`config.mk`:
```
export PLATFORM = sky130hd
export DESIGN_NAME = wildcard_byte_pattern_matcher_flat
export DESIGN_NICKNAME = d
export VERILOG_FILES = /design/src/sv/wbpm_pkg.sv /design/src/sv/wbpm_in_if.sv /design/src/sv/wbpm_out_if.sv /design/src/sv/wbpm_cfg_regs.sv /design/src/sv/wbpm_match_core.sv /design/src/sv/wildcard_byte_pattern_matcher.sv /design/src/flat_wrapper.sv
export SDC_FILE = /design/constraint.sdc
export NUM_CORES = 1
export LEC_CHECK = 0
export BUFFER_PORTS_ARGS = -buffer_cell sky130_fd_sc_hd__buf_2
export CORE_AREA = 2 2 284 286
export DETAILED_ROUTE_END_ITERATION = 8
export DIE_AREA = 0 0 286 288
export GPL_TIMING_DRIVEN = 0
export PLACE_DENSITY_LB_ADDON = 0.12
export SYNTH_ARGS = -nofsm -noshare
export SYNTH_HDL_FRONTEND = slang
export SYNTH_SLANG_ARGS = --single-unit
```
`constraint.sdc`:
```
create_clock -name i_clk -period 8.7 [get_ports i_clk]
set_input_delay 1.74 -clock i_clk [delete_from_list [all_inputs] [get_ports i_clk]]
set_output_delay 1.74 -clock i_clk [all_outputs]
set_load 0.02 [all_outputs]
```
`src/sv/wbpm_pkg.sv`:
```
`timescale 1ns / 1ps
// ----------------------------------------------------------------------------
// wbpm_pkg
// shared types and constants of the wildcard byte pattern matcher
// ----------------------------------------------------------------------------
package wbpm_pkg;

    localparam int MAX_PATTERN   = 32;
    localparam int OFFSET_BITS   = 32;
    localparam int DATA_BITS     = 8;
    localparam int COUNT_BITS    = 32;
    localparam int RES_OFF_BITS  = 32;
    localparam int LEN_BITS      = 6;
    localparam int POS_IDX_BITS  = $clog2(MAX_PATTERN);
    localparam int CFG_IDX_BITS  = 3;
    localparam int CFG_DATA_BITS = 64;
    localparam int BYTES_PER_REG = CFG_DATA_BITS / DATA_BITS;
    localparam int MASK_BITS     = 32;

    // register indexes of the configuration port
    typedef enum logic [CFG_IDX_BITS-1:0] {
        CFG_PAT_LO     = 3'd0,
        CFG_PAT_MID_LO = 3'd1,
        CFG_PAT_MID_HI = 3'd2,
        CFG_PAT_HI     = 3'd3,
        CFG_WILD_MASK  = 3'd4,
        CFG_PAT_LEN    = 3'd5,
        CFG_ALL_MATCH  = 3'd6
    } t_cfg_idx;

    typedef struct packed {
        logic [MAX_PATTERN-1:0][DATA_BITS-1:0] pattern;
        logic [MAX_PATTERN-1:0]                wild_mask;
        logic [LEN_BITS-1:0]                   pat_len;
        logic                                  all_matches;
    } t_cfg;

endpackage

```
`src/sv/wbpm_in_if.sv`:
```
`timescale 1ns / 1ps
// ----------------------------------------------------------------------------
// wbpm_in_if
// input channel: one stream byte per item
// ----------------------------------------------------------------------------
interface wbpm_in_if import wbpm_pkg::*; ();

    logic                 valid;
    logic                 ready;
    logic [DATA_BITS-1:0] data_byte;
    logic                 first_byte;

    modport source (output valid, output data_byte, output first_byte, input ready);
    modport sink   (input valid, input data_byte, input first_byte, output ready);

endinterface

```
`src/sv/wbpm_out_if.sv`:
```
`timescale 1ns / 1ps
// ----------------------------------------------------------------------------
// wbpm_out_if
// result channel: start offset and running count of a found match
// ----------------------------------------------------------------------------
interface wbpm_out_if import wbpm_pkg::*; ();

    logic                    valid;
    logic                    ready;
    logic [RES_OFF_BITS-1:0] match_offset;
    logic [COUNT_BITS-1:0]   match_count;

    modport source (output valid, output match_offset, output match_count, input ready);
    modport sink   (input valid, input match_offset, input match_count, output ready);

endinterface

```
`src/sv/wbpm_cfg_regs.sv`:
```
`timescale 1ns / 1ps
// ----------------------------------------------------------------------------
// wbpm_cfg_regs
// configuration registers: pattern bytes, wildcard mask, length, mode
// ----------------------------------------------------------------------------
module wbpm_cfg_regs import wbpm_pkg::*; (
    input  logic                     i_clk,
    input  logic                     i_rst_n,
    input  logic                     i_cfg_we,
    input  logic [CFG_IDX_BITS-1:0]  i_cfg_idx,
    input  logic [CFG_DATA_BITS-1:0] i_cfg_wdata,
    output t_cfg                     o_cfg
);

    t_cfg r_cfg;

    always_ff @(posedge i_clk) begin
        if (!i_rst_n) begin
            r_cfg.pattern     <= '0;
            r_cfg.wild_mask   <= '0;
            r_cfg.pat_len     <= LEN_BITS'(1);
            r_cfg.all_matches <= 1'b1;
        end else if (i_cfg_we) begin
            unique case (t_cfg_idx'(i_cfg_idx))
                CFG_PAT_LO:     r_cfg.pattern[0*BYTES_PER_REG +: BYTES_PER_REG] <= i_cfg_wdata;
                CFG_PAT_MID_LO: r_cfg.pattern[1*BYTES_PER_REG +: BYTES_PER_REG] <= i_cfg_wdata;
                CFG_PAT_MID_HI: r_cfg.pattern[2*BYTES_PER_REG +: BYTES_PER_REG] <= i_cfg_wdata;
                CFG_PAT_HI:     r_cfg.pattern[3*BYTES_PER_REG +: BYTES_PER_REG] <= i_cfg_wdata;
                CFG_WILD_MASK:  r_cfg.wild_mask <= i_cfg_wdata[MASK_BITS-1:0];
                CFG_PAT_LEN:    r_cfg.pat_len <= i_cfg_wdata[LEN_BITS-1:0];
                CFG_ALL_MATCH:  r_cfg.all_matches <= i_cfg_wdata[0];
                default: begin
                    // unused index, write dropped
                end
            endcase
        end
    end

    assign o_cfg = r_cfg;

endmodule

```
`src/sv/wbpm_match_core.sv`:
```
`timescale 1ns / 1ps
// ----------------------------------------------------------------------------
// wbpm_match_core
// input register, shift-and match update and result register
// ----------------------------------------------------------------------------
module wbpm_match_core import wbpm_pkg::*; (
    input  logic  i_clk,
    input  logic  i_rst_n,
    input  t_cfg  i_cfg,
    wbpm_in_if.sink    i_in,
    wbpm_out_if.source o_out
);

    // input stage
    logic                 r_in_valid;
    logic [DATA_BITS-1:0] r_in_data;
    logic                 r_in_first;

    // scan state
    logic [MAX_PATTERN-1:0] r_pm;
    logic [OFFSET_BITS-1:0] r_pos;
    logic [COUNT_BITS-1:0]  r_found;
    logic                   r_stopped;

    // result stage
    logic                    r_out_valid;
    logic [RES_OFF_BITS-1:0] r_out_offset;
    logic [COUNT_BITS-1:0]   r_out_count;

    logic                    out_free;
    logic                    consume;
    logic [LEN_BITS-1:0]     n_used;
    logic [POS_IDX_BITS-1:0] last_idx;
    logic [MAX_PATTERN-1:0]  len_mask;
    logic [MAX_PATTERN-1:0]  acc_vec;
    logic [MAX_PATTERN-1:0]  eff_pm;
    logic [OFFSET_BITS-1:0]  eff_pos;
    logic [COUNT_BITS-1:0]   eff_found;
    logic                    skip;
    logic [MAX_PATTERN-1:0]  shifted;
    logic                    hit;
    logic [MAX_PATTERN-1:0]  n_pm;
    logic [OFFSET_BITS-1:0]  n_pos;
    logic [COUNT_BITS-1:0]   n_found;
    logic                    n_stopped;
    logic [OFFSET_BITS-1:0]  start_pos;

    assign out_free   = !r_out_valid || o_out.ready;
    assign consume    = r_in_valid && out_free;
    assign i_in.ready = !r_in_valid || out_free;

    always_ff @(posedge i_clk) begin
        if (!i_rst_n) begin
            r_in_valid <= 1'b0;
        end else if (i_in.ready) begin
            r_in_valid <= i_in.valid;
        end
    end

    always_ff @(posedge i_clk) begin
        if (i_in.valid && i_in.ready) begin
            r_in_data  <= i_in.data_byte;
            r_in_first <= i_in.first_byte;
        end
    end

    // length clamped to 1..MAX_PATTERN
    always_comb begin
        if (i_cfg.pat_len == '0) begin
            n_used = LEN_BITS'(1);
        end else if (i_cfg.pat_len > LEN_BITS'(MAX_PATTERN)) begin
            n_used = LEN_BITS'(MAX_PATTERN);
        end else begin
            n_used = i_cfg.pat_len;
        end
    end

    assign last_idx = POS_IDX_BITS'(n_used - LEN_BITS'(1));

    always_comb begin
        for (int i = 0; i < MAX_PATTERN; i++) begin
            len_mask[i] = (LEN_BITS'(i) < n_used);
            acc_vec[i]  = i_cfg.wild_mask[i] || (i_cfg.pattern[i] == r_in_data);
        end
    end

    always_comb begin
        eff_pm    = r_in_first ? '0 : r_pm;
        eff_pos   = r_in_first ? '0 : r_pos;
        eff_found = r_in_first ? '0 : r_found;
        skip      = !r_in_first && r_stopped;
        shifted   = {eff_pm[MAX_PATTERN-2:0], 1'b1} & acc_vec & len_mask;
        hit       = !skip && shifted[last_idx];
        start_pos = eff_pos - OFFSET_BITS'(n_used) + OFFSET_BITS'(1);
        if (skip) begin
            n_pm      = r_pm;
            n_pos     = r_pos;
            n_found   = r_found;
            n_stopped = r_stopped;
        end else begin
            n_pm      = hit ? '0 : shifted;
            n_pos     = eff_pos + OFFSET_BITS'(1);
            n_found   = (hit && (eff_found != '1)) ? eff_found + COUNT_BITS'(1) : eff_found;
            n_stopped = hit && !i_cfg.all_matches;
        end
    end

    always_ff @(posedge i_clk) begin
        if (!i_rst_n) begin
            r_pm      <= '0;
            r_pos     <= '0;
            r_found   <= '0;
            r_stopped <= 1'b0;
        end else if (consume) begin
            r_pm      <= n_pm;
            r_pos     <= n_pos;
            r_found   <= n_found;
            r_stopped <= n_stopped;
        end
    end

    always_ff @(posedge i_clk) begin
        if (!i_rst_n) begin
            r_out_valid <= 1'b0;
        end else if (consume && hit) begin
            r_out_valid <= 1'b1;
        end else if (o_out.ready) begin
            r_out_valid <= 1'b0;
        end
    end

    always_ff @(posedge i_clk) begin
        if (consume && hit) begin
            r_out_offset <= RES_OFF_BITS'(start_pos);
            r_out_count  <= n_found;
        end
    end

    assign o_out.valid        = r_out_valid;
    assign o_out.match_offset = r_out_offset;
    assign o_out.match_count  = r_out_count;

    // a held result is never overwritten
    a_no_overwrite: assert property (@(posedge i_clk) disable iff (!i_rst_n)
        (r_out_valid && !o_out.ready) |-> !consume)
        else $error("result overwritten while stalled");

    // a found match clears every partial match
    a_hit_clears: assert property (@(posedge i_clk) disable iff (!i_rst_n)
        (consume && hit) |=> (r_pm == '0))
        else $error("partial matches kept after a match");

    // a stopped scan counts nothing until a new scan starts
    a_stop_holds: assert property (@(posedge i_clk) disable iff (!i_rst_n)
        (consume && r_stopped && !r_in_first) |=> ($stable(r_found) && !$rose(r_out_valid)))
        else $error("stopped scan produced a result");

    // a delivered count is never zero
    a_count_nonzero: assert property (@(posedge i_clk) disable iff (!i_rst_n)
        r_out_valid |-> (r_out_count != '0))
        else $error("zero match count");

endmodule

```
`src/sv/wildcard_byte_pattern_matcher.sv`:
```
`timescale 1ns / 1ps
// ----------------------------------------------------------------------------
// wildcard_byte_pattern_matcher
// stream search for a byte pattern of up to 32 positions with wildcards
// ----------------------------------------------------------------------------
// The block takes one stream byte per item and reports each non-overlapping
// occurrence of the configured pattern as an item carrying the offset of its
// first byte and the running match count of the scan (saturating); with
// all_matches clear the scan stops after its first match. An item with
// first_byte set starts a new scan at offset zero. It accepts one item every
// clock cycle unless the result register stalls it: every pattern position
// is compared against the byte in parallel and the shift-and partial-match
// word is updated combinationally between the input and result registers,
// and the result register holds each result; bytes that complete no match
// produce no item. Backpressure on the result channel stalls the input only
// while the result register is full. The user must write configuration
// registers through the plain write port only while no item is in flight,
// which the block does not enforce; there is no clearing pass after reset.
// ----------------------------------------------------------------------------
module wildcard_byte_pattern_matcher import wbpm_pkg::*; (
    input  logic                     i_clk,
    input  logic                     i_rst_n,
    // configuration write port
    input  logic                     i_cfg_we,
    input  logic [CFG_IDX_BITS-1:0]  i_cfg_idx,
    input  logic [CFG_DATA_BITS-1:0] i_cfg_wdata,
    // byte stream in, match items out
    wbpm_in_if.sink                  i_in,
    wbpm_out_if.source               o_out
);

    // live configuration seen by the match logic
    t_cfg cfg;

    wbpm_cfg_regs u_cfg_regs (
        .i_clk       (i_clk),
        .i_rst_n     (i_rst_n),
        .i_cfg_we    (i_cfg_we),
        .i_cfg_idx   (i_cfg_idx),
        .i_cfg_wdata (i_cfg_wdata),
        .o_cfg       (cfg)
    );

    // input register, shift-and update, scan state and result register
    wbpm_match_core u_match_core (
        .i_clk   (i_clk),
        .i_rst_n (i_rst_n),
        .i_cfg   (cfg),
        .i_in    (i_in),
        .o_out   (o_out)
    );

endmodule
```
`src/flat_wrapper.sv`:
```
// flat-port wrapper written by rule: the top's interface ports become plain ports
module wildcard_byte_pattern_matcher_flat import wbpm_pkg::*;
  (i_clk, i_rst_n, i_cfg_we, i_cfg_idx, i_cfg_wdata, i_in_valid, i_in_data_byte, i_in_first_byte, i_in_ready, o_out_valid, o_out_match_offset, o_out_match_count, o_out_ready);
  wbpm_in_if i_in_i ();
  wbpm_out_if o_out_i ();
  input  logic i_clk;
  input  logic i_rst_n;
  input  logic i_cfg_we;
  input  logic [CFG_IDX_BITS-1:0] i_cfg_idx;
  input  logic [CFG_DATA_BITS-1:0] i_cfg_wdata;
  input wire logic [$bits(i_in_i.valid)-1:0] i_in_valid;
  input wire logic [$bits(i_in_i.data_byte)-1:0] i_in_data_byte;
  input wire logic [$bits(i_in_i.first_byte)-1:0] i_in_first_byte;
  output wire logic [$bits(i_in_i.ready)-1:0] i_in_ready;
  output wire logic [$bits(o_out_i.valid)-1:0] o_out_valid;
  output wire logic [$bits(o_out_i.match_offset)-1:0] o_out_match_offset;
  output wire logic [$bits(o_out_i.match_count)-1:0] o_out_match_count;
  input wire logic [$bits(o_out_i.ready)-1:0] o_out_ready;
  assign i_in_i.valid = i_in_valid;
  assign i_in_i.data_byte = i_in_data_byte;
  assign i_in_i.first_byte = i_in_first_byte;
  assign i_in_ready = i_in_i.ready;
  assign o_out_valid = o_out_i.valid;
  assign o_out_match_offset = o_out_i.match_offset;
  assign o_out_match_count = o_out_i.match_count;
  assign o_out_i.ready = o_out_ready;
  wildcard_byte_pattern_matcher u_core (.i_clk(i_clk), .i_rst_n(i_rst_n), .i_cfg_we(i_cfg_we), .i_cfg_idx(i_cfg_idx), .i_cfg_wdata(i_cfg_wdata), .i_in(i_in_i), .o_out(o_out_i));
endmodule
```
==> qor.csv <==
stage,metric,value,unit
cells_and_area,diodes,0,
yosys,synthMuxAreaShare,0.6113,%
cells_and_area,nets,3219,
timing,rsz0062_at_grt,no,
cells_and_area,fin_area,27550,sq um
pwr,p_per_area,187.9,nW/um^2
cells_and_area,most-common-layout-cells,"nand2_1 (737), a21oi_1 (395), dfxtp_1 (393)",
clock_tree,clockBufferDepth,3,
floorplanning,initial_core_util,29.55,%
global_route,grt_usage,21.71,%
floorplanning,core_region_area,79640,sq um
floorplanning,io_pins,147,
yosys,synth_top_flop_cell,dfxtp_1,
clock_tree,cts_buffers,57,
timing,drv_slew,0,
timing,fin_crit_sh,76.94,%
critical_path,reg2reg_to,u_core.u_match_core.o_out.match_offset[29],
timing,max_clock_freq,0.1494,GHz
global_route,antenna_found_initial,1,
timing,setup_viol_count_final,0,
yosys,synth_cell_types,75,
clock_tree,post_cts_buffers,0,
job,max_cap_viol_count,0,
worst_hold_path,hold_depth,2,
clock_tree,cts_sinks,466,
yosys,synth_cells,2868,
floorplanning,die_area,82370,sq um
floorplanning,rows,104,
cells_and_area,layout-drive-gt1-share,10.00,%
timing,clock_skew,0.03734,ns
critical_path,r2r-start,u_core.u_match_core.r_in_first,
clock_tree,cts.clk_slew.worst_paths,0.06,ns
clock_tree,cts_tree,done,
detailed_routing,vias_per_cell,5.033,
floorplanning,die_w,286,um
placement,place_inst,4074,
detailed_routing,wl_per_cell,21.76,um
pwr,cellLeakagePower,10.64,nW
detailed_routing,dr.pass1.iters,6,
yosys,avgSynthCellArea,8.207,sq um
clock_tree,root_buffer,clkbuf_16,
worst_hold_path,hold_end,u_core.u_cfg_regs.o_cfg[7],
global_route,grt_max_degree,42,
yosys,synthAdderAreaFrac,3.487,%
timing,whs,0.4575,ns
critical_path,startpoint_type,register,
cells_and_area,layout_commonest_cell,nand2_1,
timing,tightest_slew,1.209,ns
yosys,netlist.area_leader.share,33.43,%
yosys,syn-num-nets,3014,
critical_path,worstPathRequired,9.07,ns
critical_path,arrival,7.07,ns
yosys,synth.area.top_cells,"dfxtp_1 (33%), nand2_1 (12%), xor2_1 (10%)",
critical_path,worstPathMaxFanout,10,
pwr,ir_drop,0.1422,mV
critical_path,crit_type,reg -> reg,
clock_tree,ctsHoldBuffers,0,
worst_hold_path,min_from,u_core.u_cfg_regs.o_cfg[7],
yosys,ys_seq_area_share,42.74,%
yosys,ys.warnings.count,0,
yosys,yosys.area_share.simple,22.39,%
critical_path,endpoint_kind,register,
yosys,synth-seq-cells,466,
timing,hold_viol_final,0,
yosys,async_flop_share,0,%
timing,min_period,6.694,ns
critical_path,reg2reg_depth,20,
detailed_routing,drtIter0Drc,1414,
yosys,yosys.area.top_type,dfxtp_1,
floorplanning,dieHeight,288,um
yosys,synth-edff-count,73,
global_route,grt_pass1_wl,133800,um
detailed_routing,ant_nets,0,
detailed_routing,drc,0,
global_route,grt_pass1_vias,20480,
clock_tree,cts_resized,0,
global_route,grt-ovfl-total,0,
timing,tns,0,ns
yosys,synth_compound_area_share,13.55,%
cells_and_area,final_cells,4179,
placement,io_buffers,145,
timing,max_slew_margin,19.38,%
critical_path,worst-r2r-setup-slack,2.01,ns
clock_tree,worstSkewPairLatency,0.66,ns
detailed_routing,wirelength,90940,um
yosys,syn_area,23540,sq um
worst_hold_path,hp-class,reg -> reg,
placement,dpl.hpwl,65980,um
yosys,synth_top_family_by_area,simple AND/OR/NAND/NOR gates,
cells_and_area,syn_to_final_growth,17.07,%
placement,gp_congestion,0.8938,
yosys,synthXorXnorAreaFrac,12.61,%
detailed_routing,vias,21030,
cells_and_area,fin_util,34.60,%
run_status,outcome,"complete, no violations",
placement,dpl_cell_area,25610,sq um
clock_tree,htreeDepth,2,
## power breakdown
part,leakage [nW],switching (mW),internal (mW),total [mW]
logic,5.84,0.333,0.128,0.461
clock network,0.964,1.02,1.45,2.46
registers,3.83,0.0251,2.23,2.25
## cell families after synthesis
| kind of cell | count (synthesis) |
|---|---|
| buffers and inverters | 241 |
| AND/OR/NAND/NOR | 1175 |
| XOR/XNOR | 338 |
| adder cells (fa/ha/maj) | 65 |
| AO/OA/AOI/OAI | 569 |
| flip-flops | 466 |
| multiplexers | 14 |
## routing by layer
layer	wire length (um)	share of wire [%]	global-route usage, %
met1	39060	43	27.55
met4	2655	2.9	6.793
met3	4714	5.2	2.464
met2	44500	49	38.37
met5	8	0.0088	0
## metrics by stage
step | power (mW) | setup slack [ns]
after CTS | 5.240 | 1.950
after detailed placement | 2.762 | 1.965
after global placement | 2.758 | 1.191
final | 5.179 | 2.006
after floorplan | 2.549 | 3.746
after global routing | 5.356 | 1.508
## registers in the layout, indices dropped and copies added (netlist names), 8 cells and up
register / count
u_core.u_cfg_regs.o_cfg: 295
u_core.u_match_core.o_out.match_count: 32
u_core.u_match_core.o_out.match_offset: 32
u_core.u_match_core.r_found: 32
u_core.u_match_core.r_in_data: 8
u_core.u_match_core.r_pm: 31
u_core.u_match_core.r_pos: 32
## cell type report
| cell class | count | area, sq um |
|---|---|---|
| fill | 8498 | 52080 |
| multi-input combinational | 2161 | 12390 |
| sequential | 466 | 10060 |
| clock buffer | 84 | 1709 |
| tap | 1060 | 1326 |
| buffer | 194 | 909.6 |
| timing repair buffer | 146 | 745.7 |
| clock inverter | 21 | 236.5 |
| inverter | 47 | 176.4 |
## cells in the mapped netlist, types with 5 or more instances
| master | count |
|---|---|
| a2111oi_0 | 5 |
| a21o_1 | 19 |
| a21oi_1 | 395 |
| a22oi_1 | 5 |
| a31oi_1 | 24 |
| a41o_1 | 5 |
| and2_1 | 22 |
| and3_1 | 21 |
| and4_1 | 6 |
| buf_1 | 13 |
| buf_2 | 27 |
| buf_6 | 18 |
| clkbuf_1 | 132 |
| dfxtp_1 | 393 |
| edfxtp_1 | 73 |
| ha_1 | 64 |
| inv_1 | 45 |
| mux2i_1 | 11 |
| nand2_1 | 737 |
| nand2b_1 | 9 |
| nand3_1 | 55 |
| nand4_1 | 12 |
| nand4b_1 | 5 |
| nor2_1 | 109 |
| nor2b_1 | 36 |
| nor3_1 | 29 |
| nor4_1 | 80 |
| o211ai_1 | 11 |
| o21ai_0 | 51 |
| o21bai_1 | 7 |
| o311ai_0 | 7 |
| or2_2 | 5 |
| or3_1 | 16 |
| or4_1 | 12 |
| xnor2_1 | 64 |
| xor2_1 | 273 |
## worst max-delay path, stage by stage (launching register included)
cell and delay, ns:
edfxtp_1 0.63, buf_2 0.35, inv_1 0.18, clkbuf_1 0.56
clkbuf_1 0.73, clkbuf_1 0.53, nand2_1 0.15, ha_1 0.31
inv_1 0.04, ha_1 0.21, fa_1 0.40, a21o_1 0.18
a21oi_1 0.23, o21bai_1 0.11, a2111oi_0 0.41, a21oi_1 0.20
a211oi_1 0.29, nor2_1 0.19, a2111oi_0 0.40, nor3_1 0.13
xor2_1 0.16
## worst max-delay path by stage
| stage | start | endpoint | slack, ns |
|---|---|---|---|
| 2_1_floorplan | u_core.u_cfg_regs.o_cfg[2] | u_core.u_match_core.o_out.match_count[0] | 3.75 |
| 3_3_place_gp | u_core.u_cfg_regs.o_cfg[2] | u_core.u_match_core.o_out.match_count[16] | 1.19 |
| 3_5_place_dp | u_core.u_match_core.r_in_first | u_core.u_match_core.o_out.match_offset[29] | 1.97 |
| 4_1_cts | u_core.u_match_core.r_in_first | u_core.u_match_core.o_out.match_offset[29] | 1.95 |
| 5_1_grt | u_core.u_match_core.r_in_first | u_core.u_match_core.o_out.match_offset[31] | 1.51 |
| 6_report | u_core.u_match_core.r_in_first | u_core.u_match_core.o_out.match_offset[29] | 2.01 |
(Power assumes the default switching activity.)
